<file path="config.mk">
export PLATFORM = sky130hd
export DESIGN_NAME = calendar_alarm_table_match
export DESIGN_NICKNAME = d
export VERILOG_FILES = /design/src/rtl/catm_pkg.sv /design/src/rtl/catm_ram.sv /design/src/rtl/catm_regs.sv /design/src/rtl/catm_ctrl.sv /design/src/rtl/catm_dp.sv /design/src/rtl/calendar_alarm_table_match.sv
export SDC_FILE = /design/constraint.sdc
export NUM_CORES = 1
export LEC_CHECK = 0
export BUFFER_PORTS_ARGS = -buffer_cell sky130_fd_sc_hd__buf_2
export CAP_MARGIN = 20
export CORE_UTILIZATION = 61
export CTS_CLUSTER_DIAMETER = 50
export CTS_CLUSTER_SIZE = 30
export DETAILED_ROUTE_END_ITERATION = 8
export HOLD_SLACK_MARGIN = 0.03
export PLACE_DENSITY = 0.79
export SLEW_MARGIN = 25
export SYNTH_ARGS = -nofsm -noshare
export SYNTH_HDL_FRONTEND = slang
export SYNTH_SLANG_ARGS = --single-unit
export TNS_END_PERCENT = 10
</file>
<file path="constraint.sdc">
create_clock -name i_clk -period 5.1 [get_ports i_clk]
set_input_delay 0.255 -clock i_clk [delete_from_list [all_inputs] [get_ports i_clk]]
set_output_delay 0.255 -clock i_clk [all_outputs]
set_load 0.01 [all_outputs]
</file>
<file path="src/rtl/catm_pkg.sv">
// ----------------------------------------------------------------------------
// catm_pkg
// types, constants and control structs of the calendar alarm table block
// ----------------------------------------------------------------------------
package catm_pkg;

    localparam int TABLE_DEPTH_DEF = 16;
    localparam int MAX_RESULTS     = 16;
    localparam int RES_W           = $clog2(MAX_RESULTS);
    localparam int SLOT_W          = 4;
    localparam int KIND_W          = 8;
    localparam int CFG_ADDR_W      = 3;
    localparam int ENTRIES_W       = 5;

    // request opcodes
    localparam logic OP_WRITE = 1'b0;
    localparam logic OP_CHECK = 1'b1;

    // register index, taken from paddr[2]
    localparam logic REG_ENABLE  = 1'b0;
    localparam logic REG_ENTRIES = 1'b1;

    // calendar limits
    localparam int WILDCARD    = -1;
    localparam int MONTH_MIN   = 1;
    localparam int MONTH_MAX   = 12;
    localparam int DAY_MIN     = 1;
    localparam int DAY_MAX     = 31;
    localparam int FEBRUARY    = 2;
    localparam int FEB_DAY_MAX = 28;
    localparam int WDAY_MAX    = 6;
    localparam int HOUR_MAX    = 23;
    localparam int HOUR_WRAP   = 24;
    localparam int MINUTE_MAX  = 59;
    localparam int MINUTE_WRAP = 60;

    typedef struct packed {
        logic signed [6:0] minute;
        logic signed [5:0] hour;
        logic signed [3:0] weekday;
        logic signed [5:0] day;
        logic signed [4:0] month;
    } t_time;

    typedef struct packed {
        t_time              when;
        logic [KIND_W-1:0]  kind;
    } t_entry;

    // request payload, slot in the lowest bits
    typedef struct packed {
        t_time              when;
        logic [KIND_W-1:0]  kind;
        logic [SLOT_W-1:0]  slot;
    } t_s_data;

    typedef struct packed {
        logic write;
        logic start;
        logic advance;
        logic load;
        logic push;
        logic push_last;
    } t_dp_cmd;

    typedef struct packed {
        logic match;
        logic scan_last;
        logic res_last;
        logic out_free;
        logic scan_empty;
    } t_dp_stat;

endpackage

</file>
<file path="src/rtl/catm_ram.sv">
// ----------------------------------------------------------------------------
// catm_ram
// simple dual-port ram, one write and one registered read port
// ----------------------------------------------------------------------------
module catm_ram #(
    parameter int WIDTH  = 36,
    parameter int DEPTH  = 16,
    parameter int ADDR_W = (DEPTH > 1) ? $clog2(DEPTH) : 1
) (
    input  logic              i_clk,
    input  logic              i_we,
    input  logic [ADDR_W-1:0] i_waddr,
    input  logic [WIDTH-1:0]  i_wdata,
    input  logic [ADDR_W-1:0] i_raddr,
    output logic [WIDTH-1:0]  o_rdata
);

    logic [WIDTH-1:0] r_mem [DEPTH];
    logic [WIDTH-1:0] r_rdata;

    always_ff @(posedge i_clk) begin
        if (i_we) begin
            r_mem[i_waddr] <= i_wdata;
        end
        r_rdata <= r_mem[i_raddr];
    end

    assign o_rdata = r_rdata;

endmodule

</file>
<file path="src/rtl/catm_regs.sv">
// ----------------------------------------------------------------------------
// catm_regs
// configuration registers behind the apb port
// ----------------------------------------------------------------------------
module catm_regs (
    input  logic                                 i_clk,
    input  logic                                 i_rst_n,
    input  logic                                 i_psel,
    input  logic                                 i_penable,
    input  logic                                 i_pwrite,
    input  logic [catm_pkg::CFG_ADDR_W-1:0]      i_paddr,
    input  logic [31:0]                          i_pwdata,
    output logic [31:0]                          o_prdata,
    output logic                                 o_pready,
    output logic                                 o_enable,
    output logic [catm_pkg::ENTRIES_W-1:0]       o_entries
);

    import catm_pkg::*;

    logic                 r_enable;
    logic [ENTRIES_W-1:0] r_entries;
    logic                 wr;

    assign wr = i_psel && i_penable && i_pwrite;

    always_ff @(posedge i_clk) begin
        if (!i_rst_n) begin
            r_enable  <= 1'b0;
            r_entries <= '0;
        end else if (wr) begin
            case (i_paddr[2])
                REG_ENABLE:  r_enable  <= i_pwdata[0];
                REG_ENTRIES: r_entries <= i_pwdata[ENTRIES_W-1:0];
                default:     r_enable  <= r_enable;
            endcase
        end
    end

    always_comb begin
        case (i_paddr[2])
            REG_ENABLE:  o_prdata = {31'b0, r_enable};
            REG_ENTRIES: o_prdata = {{(32-ENTRIES_W){1'b0}}, r_entries};
            default:     o_prdata = '0;
        endcase
    end

    assign o_pready  = 1'b1;
    assign o_enable  = r_enable;
    assign o_entries = r_entries;

endmodule

</file>
<file path="src/rtl/catm_ctrl.sv">
// ----------------------------------------------------------------------------
// catm_ctrl
// sequencer for table writes, scans and result hand-off
// ----------------------------------------------------------------------------
module catm_ctrl (
    input  logic                i_clk,
    input  logic                i_rst_n,
    input  logic                i_s_tvalid,
    input  logic                i_s_tuser,
    output logic                o_s_tready,
    input  catm_pkg::t_dp_stat  i_stat,
    output catm_pkg::t_dp_cmd   o_cmd
);

    import catm_pkg::*;

    typedef enum logic [1:0] {
        S_IDLE,
        S_SCAN,
        S_SCAN_H,
        S_FLUSH
    } t_state;

    t_state  r_state;
    t_state  n_state;
    t_dp_cmd cmd;
    logic    accept;

    assign o_s_tready = (r_state == S_IDLE);
    assign accept     = i_s_tvalid && o_s_tready;

    always_comb begin
        n_state = r_state;
        cmd     = '0;
        case (r_state)
            S_IDLE: begin
                if (accept) begin
                    if (i_s_tuser == OP_WRITE) begin
                        cmd.write = 1'b1;
                    end else begin
                        cmd.start = 1'b1;
                        if (!i_stat.scan_empty) begin
                            n_state = S_SCAN;
                        end
                    end
                end
            end
            S_SCAN: begin
                if (i_stat.match) begin
                    cmd.load = 1'b1;
                    if (i_stat.res_last || i_stat.scan_last) begin
                        n_state = S_FLUSH;
                    end else begin
                        cmd.advance = 1'b1;
                        n_state     = S_SCAN_H;
                    end
                end else if (i_stat.scan_last) begin
                    n_state = S_IDLE;
                end else begin
                    cmd.advance = 1'b1;
                end
            end
            S_SCAN_H: begin
                if (i_stat.match) begin
                    // held result leaves before the new one takes its place
                    if (i_stat.out_free) begin
                        cmd.push = 1'b1;
                        cmd.load = 1'b1;
                        if (i_stat.res_last || i_stat.scan_last) begin
                            n_state = S_FLUSH;
                        end else begin
                            cmd.advance = 1'b1;
                        end
                    end
                end else if (i_stat.scan_last) begin
                    n_state = S_FLUSH;
                end else begin
                    cmd.advance = 1'b1;
                end
            end
            S_FLUSH: begin
                if (i_stat.out_free) begin
                    cmd.push      = 1'b1;
                    cmd.push_last = 1'b1;
                    n_state       = S_IDLE;
                end
            end
            default: begin
                n_state = S_IDLE;
            end
        endcase
    end

    always_ff @(posedge i_clk) begin
        if (!i_rst_n) begin
            r_state <= S_IDLE;
        end else begin
            r_state <= n_state;
        end
    end

    assign o_cmd = cmd;

endmodule

</file>
<file path="src/rtl/catm_dp.sv">
// ----------------------------------------------------------------------------
// catm_dp
// alarm table, entry matcher, held result and output register
// ----------------------------------------------------------------------------
module catm_dp #(
    parameter int TABLE_DEPTH = catm_pkg::TABLE_DEPTH_DEF
) (
    input  logic                             i_clk,
    input  logic                             i_rst_n,
    input  catm_pkg::t_dp_cmd                i_cmd,
    output catm_pkg::t_dp_stat               o_stat,
    input  logic [39:0]                      i_s_tdata,
    input  logic                             i_enable,
    input  logic [catm_pkg::ENTRIES_W-1:0]   i_entries,
    input  logic                             i_m_tready,
    output logic                             o_m_tvalid,
    output logic [15:0]                      o_m_tdata,
    output logic                             o_m_tlast
);

    import catm_pkg::*;

    localparam int AW = (TABLE_DEPTH > 1) ? $clog2(TABLE_DEPTH) : 1;
    localparam int CW = $clog2(TABLE_DEPTH + 1);

    function automatic logic entry_match(t_entry e, t_time t);
        logic              ok;
        logic signed [5:0] h;
        logic signed [6:0] n;
        ok = 1'b1;
        if (e.when.month != WILDCARD) begin
            if (e.when.month < MONTH_MIN || e.when.month > MONTH_MAX
                || e.when.month != t.month) begin
                ok = 1'b0;
            end
        end
        if (e.when.day != WILDCARD) begin
            if (e.when.day < DAY_MIN || e.when.day > DAY_MAX
                || (t.month == FEBRUARY && e.when.day > FEB_DAY_MAX)
                || e.when.day != t.day) begin
                ok = 1'b0;
            end
        end
        if (e.when.weekday != WILDCARD) begin
            if (e.when.weekday < 0 || e.when.weekday > WDAY_MAX
                || e.when.weekday != t.weekday) begin
                ok = 1'b0;
            end
        end
        h = (e.when.hour == HOUR_WRAP) ? '0 : e.when.hour;
        if (h < 0 || h > HOUR_MAX || h != t.hour) begin
            ok = 1'b0;
        end
        n = (e.when.minute == MINUTE_WRAP) ? '0 : e.when.minute;
        if (n < 0 || n > MINUTE_MAX || n != t.minute) begin
            ok = 1'b0;
        end
        return ok;
    endfunction

    t_s_data            req;
    t_entry             wr_entry;
    t_entry             rd_entry;
    logic               slot_ok;
    logic [AW-1:0]      n_idx;
    logic [CW-1:0]      sat_count;

    t_time              r_time;
    logic [CW-1:0]      r_count;
    logic [AW-1:0]      r_idx;
    logic [RES_W-1:0]   r_nres;
    logic [KIND_W-1:0]  r_held_kind;
    logic [SLOT_W-1:0]  r_held_slot;
    logic               r_out_valid;
    logic [KIND_W-1:0]  r_out_kind;
    logic [SLOT_W-1:0]  r_out_slot;
    logic               r_out_last;

    assign req      = t_s_data'(i_s_tdata);
    assign wr_entry = '{when: req.when, kind: req.kind};
    assign slot_ok  = int'(req.slot) < TABLE_DEPTH;

    assign sat_count = (int'(i_entries) > TABLE_DEPTH) ? CW'(TABLE_DEPTH)
                                                        : CW'(i_entries);

    always_comb begin
        if (i_cmd.start) begin
            n_idx = '0;
        end else if (i_cmd.advance) begin
            n_idx = r_idx + 1'b1;
        end else begin
            n_idx = r_idx;
        end
    end

    catm_ram #(
        .WIDTH  ($bits(t_entry)),
        .DEPTH  (TABLE_DEPTH),
        .ADDR_W (AW)
    ) u_table (
        .i_clk   (i_clk),
        .i_we    (i_cmd.write && slot_ok),
        .i_waddr (AW'(req.slot)),
        .i_wdata (wr_entry),
        .i_raddr (n_idx),
        .o_rdata (rd_entry)
    );

    always_ff @(posedge i_clk) begin
        r_idx <= n_idx;
        if (i_cmd.start) begin
            r_time  <= req.when;
            r_count <= sat_count;
            r_nres  <= '0;
        end
        if (i_cmd.load) begin
            r_held_kind <= rd_entry.kind;
            r_held_slot <= SLOT_W'(r_idx);
            r_nres      <= r_nres + 1'b1;
        end
        if (i_cmd.push) begin
            r_out_kind <= r_held_kind;
            r_out_slot <= r_held_slot;
            r_out_last <= i_cmd.push_last;
        end
    end

    always_ff @(posedge i_clk) begin
        if (!i_rst_n) begin
            r_out_valid <= 1'b0;
        end else if (i_cmd.push) begin
            r_out_valid <= 1'b1;
        end else if (i_m_tready) begin
            r_out_valid <= 1'b0;
        end
    end

    assign o_stat.match      = entry_match(rd_entry, r_time);
    assign o_stat.scan_last  = (CW'(r_idx) == r_count - 1'b1);
    assign o_stat.res_last   = (r_nres == RES_W'(MAX_RESULTS - 1));
    assign o_stat.out_free   = !r_out_valid || i_m_tready;
    assign o_stat.scan_empty = !i_enable || (i_entries == '0);

    assign o_m_tvalid = r_out_valid;
    assign o_m_tdata  = {{(16 - SLOT_W - KIND_W){1'b0}}, r_out_slot, r_out_kind};
    assign o_m_tlast  = r_out_last;

endmodule

</file>
<file path="src/rtl/calendar_alarm_table_match.sv">
// ----------------------------------------------------------------------------
// calendar_alarm_table_match
// Alarm table with calendar time match. A write request (tuser 0) stores one
// entry in a slot. A check request (tuser 1) scans slots 0 to
// entries_in_use-1, capped at the table depth, one entry per cycle unless the
// result side stalls, through the single read port of the table, and returns
// kind and slot of each matching entry, tlast on the final one, at most
// sixteen per check. A check holds the request side through its scan, and
// longer while the result side stalls; with enable clear or entries_in_use
// zero it ends without a scan. No new request is taken until the final
// result of a check sits in the output register.
// ----------------------------------------------------------------------------
module calendar_alarm_table_match #(
    parameter int TABLE_DEPTH = catm_pkg::TABLE_DEPTH_DEF
) (
    input  logic                             i_clk,
    input  logic                             i_rst_n,
    // request stream
    input  logic                             i_s_tvalid,
    output logic                             o_s_tready,
    // slot[3:0] kind[11:4] month[16:12] day[22:17] weekday[26:23]
    // hour[32:27] minute[39:33]
    input  logic [39:0]                      i_s_tdata,
    // opcode[0]
    input  logic                             i_s_tuser,
    // result stream
    output logic                             o_m_tvalid,
    input  logic                             i_m_tready,
    // event_kind[7:0] match_slot[11:8] zero[15:12]
    output logic [15:0]                      o_m_tdata,
    output logic                             o_m_tlast,
    // configuration
    input  logic                             psel,
    input  logic                             penable,
    input  logic                             pwrite,
    input  logic [catm_pkg::CFG_ADDR_W-1:0]  paddr,
    input  logic [31:0]                      pwdata,
    output logic [31:0]                      prdata,
    output logic                             pready
);

    import catm_pkg::*;

    t_dp_cmd              cmd;
    t_dp_stat             stat;
    logic                 enable;
    logic [ENTRIES_W-1:0] entries;

    catm_regs u_regs (
        .i_clk     (i_clk),
        .i_rst_n   (i_rst_n),
        .i_psel    (psel),
        .i_penable (penable),
        .i_pwrite  (pwrite),
        .i_paddr   (paddr),
        .i_pwdata  (pwdata),
        .o_prdata  (prdata),
        .o_pready  (pready),
        .o_enable  (enable),
        .o_entries (entries)
    );

    catm_ctrl u_ctrl (
        .i_clk      (i_clk),
        .i_rst_n    (i_rst_n),
        .i_s_tvalid (i_s_tvalid),
        .i_s_tuser  (i_s_tuser),
        .o_s_tready (o_s_tready),
        .i_stat     (stat),
        .o_cmd      (cmd)
    );

    catm_dp #(
        .TABLE_DEPTH (TABLE_DEPTH)
    ) u_dp (
        .i_clk      (i_clk),
        .i_rst_n    (i_rst_n),
        .i_cmd      (cmd),
        .o_stat     (stat),
        .i_s_tdata  (i_s_tdata),
        .i_enable   (enable),
        .i_entries  (entries),
        .i_m_tready (i_m_tready),
        .o_m_tvalid (o_m_tvalid),
        .o_m_tdata  (o_m_tdata),
        .o_m_tlast  (o_m_tlast)
    );

endmodule

</file>
Word level (Yosys, flattened, before mapping)
Memory sizes are Yosys's and may differ from the RTL's. A register that Yosys moved wholly into a read port is not among the register bits. Index checks and enable logic that the tools add are counted. W data, S select, Z words.

Add/subtract/negate cells: 3. $lt $le $gt $ge: 12. Eq/ne operators: 24. Muxes and demuxes: 45. Bitwise logic cells: 1. Reductions and logical operators: 27.

Operators by type and width (number): $pmux W32 S2 (1); $mux W2 (14); $mux W1 (20); $gt A6 B6 Y1 const B (3); $mux W4 (4); $logic_or A1 B1 Y1 (14); $ne A6 B6 Y1 (2); $gt A5 B5 Y1 const B (2); $ne A3 B2 Y1 const B (3); $add A4 B1 Y4 const B (2); $ne A2 B2 Y1 const B (4); $pmux W2 S4 (1); $reduce_and A8 Y1 (1); $eq A7 B7 Y1 const B (1); $gt A7 B7 Y1 const B (1); $lt A7 B1 Y1 const B (1); $mux W7 (1); $ne A7 B7 Y1 (1); $eq A6 B6 Y1 const B (1); $lt A6 B1 Y1 const B (1); $lt A6 B2 Y1 const B (1); $mux W6 (1); $ne A6 B1 Y1 const B (1); $eq A4 B5 Y1 (1); 23 further kinds (30).

Register bits after elaboration: 75. RAM bits: 576. Input port bits: 83. Output and inout bits: 52. Memories: 1.

Memory list: u_dp.u_table.r_mem (depth 16, width 36, read ports 1, clocked after Yosys merged registers in 1, wr ports 1, line catm_ram.sv:18) `logic [WIDTH-1:0] r_mem [DEPTH];`.

Longest topological paths before layout
Gate-level depths: netlist of the first run.

Word-level depth: 15. Mapped depth: 15.

Modules after synthesis
Synthesis of the first run repeated with hierarchy kept, for this count alone.

Cells, all modules: 1228. Area, all modules: 25942.4 µm².

By module, submodules not included: catm_ram (times used 1, cells each 938, area each 22318.9 µm², seq. area each 18017.3 µm²); catm_dp (times used 1, cells each 190, area each 2813.9 µm², seq. area each 1961.9 µm²); catm_regs (times used 1, cells each 61, area each 515.5 µm², seq. area each 120.1 µm²); catm_ctrl (times used 1, cells each 39, area each 294.0 µm², seq. area each 40.0 µm²).

Worst setup path before layout of the first run
No wires, ideal clock.

Path kind: reg-to-reg. Start point: register u_ctrl.r_state[0]. End point: memory u_dp.u_table.r_mem[0][0], enable pin. Library setup time: 0.474 ns. Arrival time: 3.576 ns. Path slack: 1.049 ns. Stages on the path, launching flop included: 7. Path buffers: 0. Period minus slack after synthesis: 4.051 ns. Cells stage by stage: dfxtp_1 -> inv_1 -> ha_1 -> nand2_1 -> nor3_1 -> nand2b_1 -> nor3_1.

Word-level cells in the longest chain between the ends: 6.

RTL lines: start, declared (line catm_ctrl.sv:24) `t_state r_state;`; start signal, assigned (line catm_ctrl.sv:98) `r_state <= n_state;`; $logic_not A2 Y1 * (line catm_ctrl.sv:29) `assign o_s_tready = (r_state == S_IDLE);`; via o_s_tready (line calendar_alarm_table_match.sv:20) `output logic o_s_tready,`; $logic_and A1 B1 Y1 (line catm_ctrl.sv:30) `assign accept = i_s_tvalid && o_s_tready;`; $mux W2 (line catm_ctrl.sv:37) `if (accept) begin`; $mux W2 * (line catm_ctrl.sv:35) `case (r_state)`; $mux W1 * (line catm_ram.sv:22) `if (i_we) begin`; $mux W1 (not written as such) * (line catm_ram.sv:23) `r_mem[i_waddr] <= i_wdata;`; end, declared (line catm_ram.sv:18).

The timed path passes the listed nets; every way through them passes the cells marked *.

Worst setup path after layout of the first run
Start point: register u_dp.u_table.r_rdata[30] (netlist: u_dp.u_table.o_rdata[30]) (read register of u_dp.u_table.r_mem). End point: register u_dp.u_table.r_rdata[4] (netlist: u_dp.u_table.o_rdata[4]) (read register of u_dp.u_table.r_mem).

Word-level cells in the longest chain between the ends: 10.

RTL lines: start, declared (line catm_ram.sv:19) `logic [WIDTH-1:0] r_rdata;`; $eq A7 B7 Y1 (line catm_dp.sv:54) `n = (e.when.minute == MINUTE_WRAP) ? '0 : e.when.minute;`; $mux W7 * (line catm_dp.sv:54); $lt A7 B1 Y1 / $gt A7 B7 Y1 (equally long branches) (line catm_dp.sv:55) `if (n < 0 || n > MINUTE_MAX || n != t.minute) begin`; $logic_or A1 B1 Y1 (line catm_dp.sv:55); $logic_or A1 B1 Y1 * (line catm_dp.sv:55); $mux W1 * (line catm_dp.sv:55); $mux W1 (on tied branches) (line catm_ctrl.sv:64, catm_ctrl.sv:49); $pmux W2 S2 * (line catm_ctrl.sv:35); $mux W4 * (line catm_dp.sv:89) `end else if (i_cmd.advance) begin`; $mux W4 * (line catm_dp.sv:87) `if (i_cmd.start) begin`.

Mark *: on every way between the ends. The rest lies on a longest branch, timed or not. A chain may end at the register's enable or synchronous reset.

==> results.json, run 1 <==
{
  "status": "finished, violations left",
  "violations": "DRC",
  "port_buffers": 73,
  "die_h_um": 211,
  "startpoint": "u_dp.u_table.o_rdata[30]",
  "worst_slew_pin_slew_ps": 935,
  "clock_skew_ps": 57.3,
  "clk_pin_slew_ps": 90,
  "finalMaxSlewViolations": 0,
  "io_pins": 135,
  "ys_async_sr_fraction": 0,
  "wl_per_cell_um": 24.3,
  "grt_pass1_wl_mm": 84.4,
  "die_w_um": 211,
  "finalCriticalPeriod_ps": 4330,
  "cts_buffer_depth": 3,
  "worstSetupStartpointType": "flop",
  "cts_made_buffers": 44,
  "hold_violations": 0,
  "grt_pass1_vias": 14400,
  "areaGrowthSynthToFinish_pct": 12.2,
  "ant_nets": 0,
  "root_buffer": "clkbuf_16",
  "hold_buffers": 43,
  "dr.first_iter.drc_count": 1807,
  "syn_avg_cell_area_um2": 16.7,
  "drv_cap": 0,
  "gp_congestion": 0.873,
  "critPathKind": "flop to flop",
  "final_core_util": 0.694,
  "end_kind": "flop",
  "reg2reg_slack_ps": 770,
  "antenna_found_initial": 0,
  "ys.flop_type": "edfxtp_1",
  "setup_tns_ps": 0,
  "post_cts_resized": 0,
  "initial_core_util": 0.618,
  "grt.overflow.total": 0,
  "nets": 1811,
  "leakagePower_nw": 9.56,
  "placed_area_mm2": 0.0278,
  "arrival_ps": 4790,
  "yosysWarnings": 0,
  "rows": 76,
  "totalWireLength_mm": 56.9,
  "synth.distinct_cells": 69,
  "drive_above_1_share": 0.134,
  "reg2reg_from": "u_dp.u_table.o_rdata[30]",
  "synth-seq-cells": 687,
  "rsz0062_at_grt": "false",
  "min_from": "i_s_tdata[31]",
  "drc": 1,
  "yosys-top-cells-area": "edfxtp_1, mux2i_1, dfxtp_1, a221oi_1, o22ai_1",
  "layout_common_cells": "edfxtp_1, mux2i_1, nand2_1, a21oi_1, buf_2",
  "maxSlewHeadroom": 0.375,
  "cts_max_level": 2,
  "hold_class": "input pin to flop",
  "first_pass_iters": 7,
  "cts_sinks": 687,
  "synth_edf_count": 638,
  "cp_max_fo": 54,
  "setup_violations": 0,
  "netlist_instances": 1591,
  "yosysTopAreaCell": "edfxtp_1",
  "layout_commonest_cell": "edfxtp_1",
  "grt_start_max_net_pins": 89,
  "postCtsSetupRepairBufs": 0,
  "cts_tree": "yes",
  "num_vias": 14700,
  "routed_via_density": 6.27,
  "core_mm2": 0.0431,
  "final_cell_area_mm2": 0.0299,
  "n_fill_cell": 2649,
  "dp_hpwl_mm": 31.7,
  "peakVddDrop_uv": 295,
  "grt_use_total": 0.258,
  "clock_latency_ps": 620,
  "netlist_area_mm2": 0.0266,
  "post-route-period-util": 0.849,
  "p_per_area_mw_per_mm2": 348,
  "max_freq_mhz": 231,
  "synth_top_area_share": 0.720,
  "die_area_mm2": 0.0445,
  "required_ps": 5560,
  "synth-seq-area-share": 0.757,
  "diodes": 0
}
power breakdown:
group | total (mW) | internal, mW | switching, mW
clock | 3.89 | 1.81 | 2.09
combinational | 0.280 | 0.0858 | 0.195
sequential | 6.23 | 6.20 | 0.0261
total | 10.4 | 8.10 | 2.31
cell usage after synthesis (14+ instances only):
| cell | count |
|---|---|
| edfxtp_1 | 638 |
| mux2i_1 | 218 |
| nand2_1 | 88 |
| a21oi_1 | 76 |
| o22ai_1 | 72 |
| a221oi_1 | 71 |
| dfxtp_1 | 49 |
| clkbuf_1 | 43 |
| or4_1 | 43 |
| buf_4 | 33 |
| nor2_1 | 32 |
| buf_6 | 17 |
| nand3_1 | 14 |
| xor2_1 | 14 |
logic make-up (layout without fill, tap and decap cells):
logic type / after synthesis / in the layout / synth area share
compound gates: 278 / 278 / 0.0707
xor+xnor: 25 / 25 / 0.00823
fa+ha+maj: 7 / 7 / 0.00329
buf+inv: 122 / 257 / 0.0272
flops: 687 / 687 / 0.757
mux: 220 / 220 / 0.0829
other cells: 2 / 32 / 0.000282
simple gates: 250 / 250 / 0.0508
registers in the layout, indices dropped and copies added (netlist names), 4 cells and up, named ones only:
register / flops
u_dp.r_nres: 4
u_dp.r_idx: 4
u_dp.r_time: 28
u_dp.u_table.r_mem: 576
u_regs.o_entries: 5
u_dp.r_out_slot: 4
u_dp.r_out_kind: 8
u_dp.r_held_kind: 8
u_dp.r_count: 5
u_dp.u_table.o_rdata: 36
u_dp.r_held_slot: 4
area by class of cell:
class                      count  area, um^2  area share
sequential                   687       20100       0.674
multi-input combinational    812        6020       0.201
timing repair buffer         162        1320      0.0441
clock buffer                  48        1150      0.0384
tap                          585         732      0.0245
clock inverter                33         453      0.0152
inverter                      14        67.6     0.00226
layer usage:
metal,vias up,share of wire,GRT usage
met1,7345,0.41,0.362
met4,0,0.028,0.0847
met5,-,0,0
met2,721,0.48,0.416
met3,103,0.083,0.0442
li1,6515,-,-
metrics by stage:
stage               cells  setup WS, ps  total power [mW]  hold WS [ps]
detailed placement   2217           762              6.61           394
floorplan            1621          1050              6.48           354
finish               2341           772              10.4          59.8
CTS                  2341           756              10.5          30.6
global route         2341           548              10.7          40.7
global placement     2214           820              6.60           391
worst max-delay path, stage by stage (launching register included):
cell	delay (ps)
dfxtp_1	350
or3b_1	430
nor4_1	440
o2111ai_1	300
or4_1	680
and2_4	220
nor2_8	280
clkinv_8	260
buf_12	310
mux2i_1	230
o22ai_1	130
or4_1	570
path summary, 6_finish.rpt:
kind | end | cells past startpoint
hold / removal | u_dp.u_table.r_mem[4][27] | 1
setup / recovery | u_dp.u_table.o_rdata[4] | 11
setup reg to reg | u_dp.u_table.o_rdata[4] | 11
hold reg to reg | u_dp.r_held_kind[3] | 0
Note: power is estimated with default switching activity, not from simulation.
==> run 2, diff against run 1 <==
--- a/config.mk
+++ b/config.mk
@@ -7,12 +7,12 @@
 export LEC_CHECK = 0
 export BUFFER_PORTS_ARGS = -buffer_cell sky130_fd_sc_hd__buf_2
 export CAP_MARGIN = 20
-export CORE_UTILIZATION = 61
+export CORE_UTILIZATION = 55
 export CTS_CLUSTER_DIAMETER = 50
 export CTS_CLUSTER_SIZE = 30
 export DETAILED_ROUTE_END_ITERATION = 8
 export HOLD_SLACK_MARGIN = 0.03
-export PLACE_DENSITY = 0.79
+export PLACE_DENSITY = 0.76
 export SLEW_MARGIN = 25
 export SYNTH_ARGS = -nofsm -noshare
 export SYNTH_HDL_FRONTEND = slang
==> constraint.sdc (replaced) <==
create_clock -name i_clk -period 3.9 [get_ports i_clk]
set_input_delay 0.195 -clock i_clk [delete_from_list [all_inputs] [get_ports i_clk]]
set_output_delay 0.195 -clock i_clk [all_outputs]
set_load 0.01 [all_outputs]
==> results.json, run 2 (synthesis gave the netlist of run 1 again) <==
{
  "status": "complete, no violations",
  "setup_tns_ps": 0,
  "die_area_mm2": 0.0493,
  "core_mm2": 0.0477,
  "io_pins": 135,
  "dr.first_iter.drc_count": 1923,
  "clk_pin_slew_ps": 90,
  "reg2reg_to": "u_dp.u_table.o_rdata[28]",
  "cts_buffer_depth": 3,
  "rows": 80,
  "required_ps": 4380,
  "grt_pass1_wl_mm": 87.4,
  "largest-register": "u_dp.u_table.r_mem",
  "areaGrowthSynthToFinish_pct": 15.3,
  "slowest_stage": "or4_4",
  "n_fill_cell": 3165,
  "peakVddDrop_uv": 356,
  "finalCriticalPeriod_ps": 3880,
  "worst_slew_pin_slew_ps": 876,
  "drc": 0,
  "crit_family": "simple AND/OR/NAND/NOR gates",
  "antenna_found_initial": 3,
  "holdPathStages": 7,
  "cts_tree": "yes",
  "max_stage_delay_ps": 550,
  "r2r_cells": 13,
  "ant_nets": 0,
  "whs_ps": 180,
  "startpoint": "u_dp.r_time[0]",
  "layout_commonest_cell": "edfxtp_1",
  "totalWireLength_mm": 60.1,
  "arrival_ps": 4360,
  "cpMostUsedCell": "o41ai_2",
  "clock_skew_ps": 20.4,
  "critPathKind": "flop to flop",
  "nets": 1851,
  "leakagePower_nw": 9.91,
  "p_per_area_mw_per_mm2": 454,
  "clock_latency_ps": 610,
  "hold_violations": 0,
  "die_w_um": 222,
  "grt_pass1_vias": 14300,
  "grt.overflow.total": 0,
  "initial_core_util": 0.557,
  "gp_congestion": 0.854,
  "finalMaxSlewViolations": 0,
  "crit_end": "u_dp.u_table.o_rdata[28]",
  "crit_chain": "xnor2_2 > o41ai_2 > o41ai_2 > buf_4 > o2111ai_1 > or4_4 > and2_4 > nor2_8 > clkinv_8 > buf_12 > mux2i_1 > o22ai_1 > or4_1",
  "wl_per_cell_um": 24.9,
  "dp_hpwl_mm": 31.9,
  "cp_max_fo": 27,
  "layout_common_cells": "edfxtp_1, mux2i_1, nand2_1, a21oi_1, buf_2",
  "grt_start_max_net_pins": 53,
  "reg2reg_from": "u_dp.r_time[0]",
  "reg2reg_slack_ps": 20,
  "first_pass_iters": 5,
  "cts_sinks": 687,
  "root_buffer": "clkbuf_16",
  "drive_above_1_share": 0.156,
  "largest_reg_flops": 576,
  "drv_cap": 0,
  "setup_violations": 0,
  "post-route-period-util": 0.995,
  "port_buffers": 73,
  "maxSlewHeadroom": 0.415,
  "max_freq_mhz": 258,
  "cts_made_buffers": 47,
  "cts_max_level": 2,
  "end_kind": "flop",
  "num_vias": 15100,
  "die_h_um": 222,
  "worstSetupStartpointType": "flop",
  "hold_class": "input pin to flop",
  "grt_use_total": 0.238,
  "crit_buf_inv": 3,
  "path_depth": 13,
  "routed_via_density": 6.25
}
-- run 2: cell types whose count changed in the layout (fill, tap and decap cells not counted), sizes merged --
| cell | change |
|---|---|
| dlygate4sd3 | +5 |
| diode | +2 |
| clkbuf | +8 |
| clkinvlp | +2 |
| inv | +2 |
| clkinv | -1 |
| buf | +25 |
| bufinv | +2 |
-- run 2: layout make-up --
class                   instances  area, um^2  share of cell area
multi-input cells             812        6060               0.197
clock buffers                  52        1260              0.0410
flip-flops and latches        687       20100               0.656
repair buffers                196        1900              0.0618
repair inverters                3        38.8             0.00126
clock inverters                35         444              0.0145
diodes                          2        5.00            0.000163
well taps                     615         769              0.0251
inverters                      14        81.3             0.00265
-- run 2: power by group --
group	total (mW)	switching (mW)	internal (mW)	leakage [nW]
clock	5.39	2.74	2.65	0.825
combinational	0.387	0.261	0.126	2.91
sequential	8.15	0.0359	8.11	6.18
-- run 2: worst min path at each step --
| stage | slack [ps] | endpoint | startpoint |
|---|---|---|---|
| after floorplan | 290 | u_dp.r_time[0] | i_s_tdata[12] |
| after global placement | 390 | u_dp.r_held_kind[0] | u_dp.u_table.o_rdata[0] |
| after detailed placement | 390 | u_dp.r_held_kind[1] | u_dp.u_table.o_rdata[1] |
| after CTS | 160 | u_ctrl.r_state[0] | i_s_tuser |
| after global routing | 210 | u_dp.o_m_tvalid | i_m_tready |
| final | 180 | u_ctrl.r_state[0] | i_s_tuser |
-- run 2: stage by stage --
| step | setup WS (ps) | util | area (um^2) | power (mW) | instances |
|---|---|---|---|---|---|
| after floorplan | -150 | - | 26700 | 8.48 | 1621 |
| after global placement | 138 | 0.591 | 28200 | 8.64 | 2265 |
| after detailed placement | 15.1 | 0.591 | 28200 | 8.66 | 2265 |
| after CTS | 2.52 | 0.637 | 30400 | 14.0 | 2400 |
| after global routing | -36.6 | 0.643 | 30700 | 14.3 | 2416 |
| final | 20.7 | 0.643 | 30700 | 13.9 | 2416 |
-- run 2: worst register-to-register path, delay by kind of cell, from the launching register on --
| kind | cells | cell delay (ps) |
|---|---|---|
| AOI/OAI and AO/OA | 4 | 740 |
| xor gates and xnor gates | 1 | 180 |
| buffers and inverters | 3 | 640 |
| DFF | 1 | 450 |
| muxes | 1 | 190 |
| and+or+nand+nor | 4 | 1580 |
-- run 2: timing repair --
action | 4_1_cts | 5_1_grt
endpoints found under the hold margin | 613 | 0
cloned | 0 | 8
pin swaps | 0 | 4
buffers inserted | 0 | 7
resized for setup | 3 | 16
hold buffers | 48 | 0
setup endpoints to repair | 21 | 36
-- run 2: layer usage --
layer / part of all wire / vias to the layer above / routed length [um] / GRT usage
met5: 0.00013 / - / 8 / 0
met4: 0.027 / 2 / 1630 / 0.0728
met3: 0.084 / 108 / 5030 / 0.0321
met2: 0.47 / 799 / 28500 / 0.382
met1: 0.42 / 7568 / 24900 / 0.343
li1: - / 6632 / - / -
==> run 3, diff against run 2 <==
--- a/config.mk
+++ b/config.mk
@@ -8,9 +8,10 @@
 export BUFFER_PORTS_ARGS = -buffer_cell sky130_fd_sc_hd__buf_2
 export CAP_MARGIN = 20
 export CORE_UTILIZATION = 55
-export CTS_CLUSTER_DIAMETER = 50
+export CTS_CLUSTER_DIAMETER = 40
 export CTS_CLUSTER_SIZE = 30
 export DETAILED_ROUTE_END_ITERATION = 8
+export GPL_TIMING_DRIVEN = 0
 export HOLD_SLACK_MARGIN = 0.03
 export PLACE_DENSITY = 0.76
 export SLEW_MARGIN = 25
==> constraint.sdc (replaced) <==
create_clock -name i_clk -period 3.9 [get_ports i_clk]
set_input_delay 0.585 -clock i_clk [delete_from_list [all_inputs] [get_ports i_clk]]
set_output_delay 0.585 -clock i_clk [all_outputs]
set_load 0.01 [all_outputs]
==> results.json, run 3 (synthesis gave the netlist of run 1 again) <==
{
  "port_buffers": 72,
  "maxSlewHeadroom": 0.452,
  "grt.overflow.total": 0,
  "clock_skew_ps": 36.3,
  "slowest_stage": "or4_1",
  "switching_power_mw": 3.55,
  "ant_nets": 0,
  "layout_commonest_cell": "edfxtp_1",
  "status": "finished, violations left",
  "drv_cap": 0,
  "setup_ws_ps": -122,
  "clock_latency_ps": 630,
  "worstSetupStartpointType": "flop",
  "core_mm2": 0.0477,
  "first_pass_iters": 7,
  "peakVddDrop_uv": 326,
  "layout_common_cells": "edfxtp_1, mux2i_1, nand2_1, buf_4, clkbuf_16",
  "io_pins": 135,
  "required_ps": 4380,
  "cts_sinks": 687,
  "grt_use_total": 0.262,
  "hold_class": "input pin to flop",
  "largest_reg_flops": 576,
  "netSwitchingFraction": 0.219,
  "worst_slew_pin_slew_ps": 818,
  "num_vias": 16100,
  "cts_buffer_depth": 3,
  "p_per_area_mw_per_mm2": 500,
  "max_stage_delay_ps": 520,
  "use_met1": 0.321,
  "setup_violations": 17,
  "dr.first_iter.drc_count": 1942,
  "gp_congestion": 0.813,
  "power.total_mw": 16.2,
  "post-route-period-util": 1.03,
  "cts_max_level": 3,
  "max_freq_mhz": 249,
  "n_fill_cell": 2906,
  "placed_area_mm2": 0.0287,
  "finalMaxSlewViolations": 0,
  "root_buffer": "clkbuf_16",
  "violations": "setup timing",
  "grt_pass1_wl_mm": 94.9,
  "totalWireLength_mm": 67.0,
  "finalCriticalPeriod_ps": 4020,
  "cts_made_buffers": 76,
  "leakagePower_nw": 10.8,
  "die_area_mm2": 0.0493,
  "crit_chain": "nor4bb_4 > o211ai_1 > o311ai_4 > o2111ai_4 > buf_4 > nor4_4 > nor2_4 > mux2i_4 > clkinv_4 > buf_12 > a211oi_2 > o22ai_1 > or4_1",
  "grt_pass1_vias": 15900,
  "areaGrowthSynthToFinish_pct": 21.7,
  "setup_tns_ps": -599,
  "drive_above_1_share": 0.239,
  "hold_violations": 0,
  "dp_hpwl_mm": 41.0,
  "arrival_ps": 4510,
  "clockPowerShare": 0.470,
  "final_cell_area_mm2": 0.0324,
  "top_usage_layer": "met2",
  "cp_max_fo": 10,
  "p_int_mw": 12.7,
  "grt_util_met2": 0.435,
  "rows": 80,
  "die_w_um": 222,
  "end_kind": "flop",
  "grt_start_max_net_pins": 25,
  "place_ws_ps": -1380,
  "largest-register": "u_dp.u_table.r_mem",
  "comb_power_share": 0.026,
  "initial_core_util": 0.557,
  "drc": 0,
  "rsz0062_at_grt": "true",
  "cts_tree": "yes",
  "clk_pin_slew_ps": 70,
  "die_h_um": 222,
  "met3_usage": 0.0620,
  "critPathKind": "flop to flop",
  "antenna_found_initial": 2,
  "final_core_util": 0.678,
  "hold_buffers": 0,
  "nets": 1932,
  "wl_per_cell_um": 26.6,
  "routed_via_density": 6.39,
  "seq_power_share": 0.504
}
==> run 3: changes by cell type in the layout (fill, tap and decap cells not counted), moves of 6 or more <==
cell           change
buf_12             -7
buf_16            +12
buf_4             +44
buf_6             +15
buf_8             +10
bufinv_16          +6
clkbuf_1          +10
clkbuf_16         +27
clkbuf_2           +9
clkbuf_4           +7
dlygate4sd3_1     -48
inv_6              +6
mux2i_1            -7
==> run 3: critical path, delay by kind of cell, from the launching register on <==
family / cells / cell delay [ps]
flops: 1 / 390
mux: 1 / 360
buf+inv: 3 / 650
simple gates: 4 / 1430
compound gates: 5 / 1030
==> run 3: final timing paths <==
path | cells past startpoint | endpoint | slack, ps | start
worst max register to register | 13 | u_dp.u_table.o_rdata[34] | -120 | u_dp.u_table.o_rdata[9]
worst min register to register | 0 | u_dp.r_held_kind[3] | 400 | u_dp.u_table.o_rdata[3]
worst max-delay path | 13 | u_dp.u_table.o_rdata[34] | -120 | u_dp.u_table.o_rdata[9]
worst min-delay path | 3 | u_regs.o_entries[1] | 240 | pwdata[1]
==> run 3: repair_timing <==
action	CTS	global route
setup buffers	13	17
resized for setup	91	144
setup endpoints to repair	38	36
hold endpoints to repair	0	0
cloned	0	3
pin swaps	8	13
==> run 3: through the flow <==
stage | cells | hold slack (ps)
floorplan | 1621 | 386
global placement | 2308 | 391
detailed placement | 2347 | 393
CTS | 2500 | 221
global route | 2520 | 244
finish | 2520 | 237
==> run 3: power by group through the flow <==
stage / registers, mW / clock network (mW) / logic [mW]
detailed placement: 8.32 / 0 / 0.372
global route: 8.17 / 7.95 / 0.444
finish: 8.16 / 7.62 / 0.419
floorplan: 8.31 / 0 / 0.167
CTS: 8.16 / 7.62 / 0.388
global placement: 8.32 / 0 / 0.326
==> run 3: area by class of cell <==
type                       count  area [um^2]  share of cell area
inverter                      14         70.1             0.00216
clock buffer                  81         1970              0.0609
timing repair buffer         143         1380              0.0426
multi-input combinational    812         6310               0.195
sequential                   687        20100               0.622
clock inverter                59          757              0.0234
tap                          615          769              0.0238
buffer                       107          982              0.0303
timing repair inverter         1         6.26            0.000193
antenna                        1         2.50           0.0000773
==> run 3: per-layer routing <==
layer / up-vias / routed length (um)
li1: 6811 / -
met5: - / 13
met3: 207 / 6480
met2: 1115 / 33400
met4: 2 / 2850
met1: 7960 / 24300
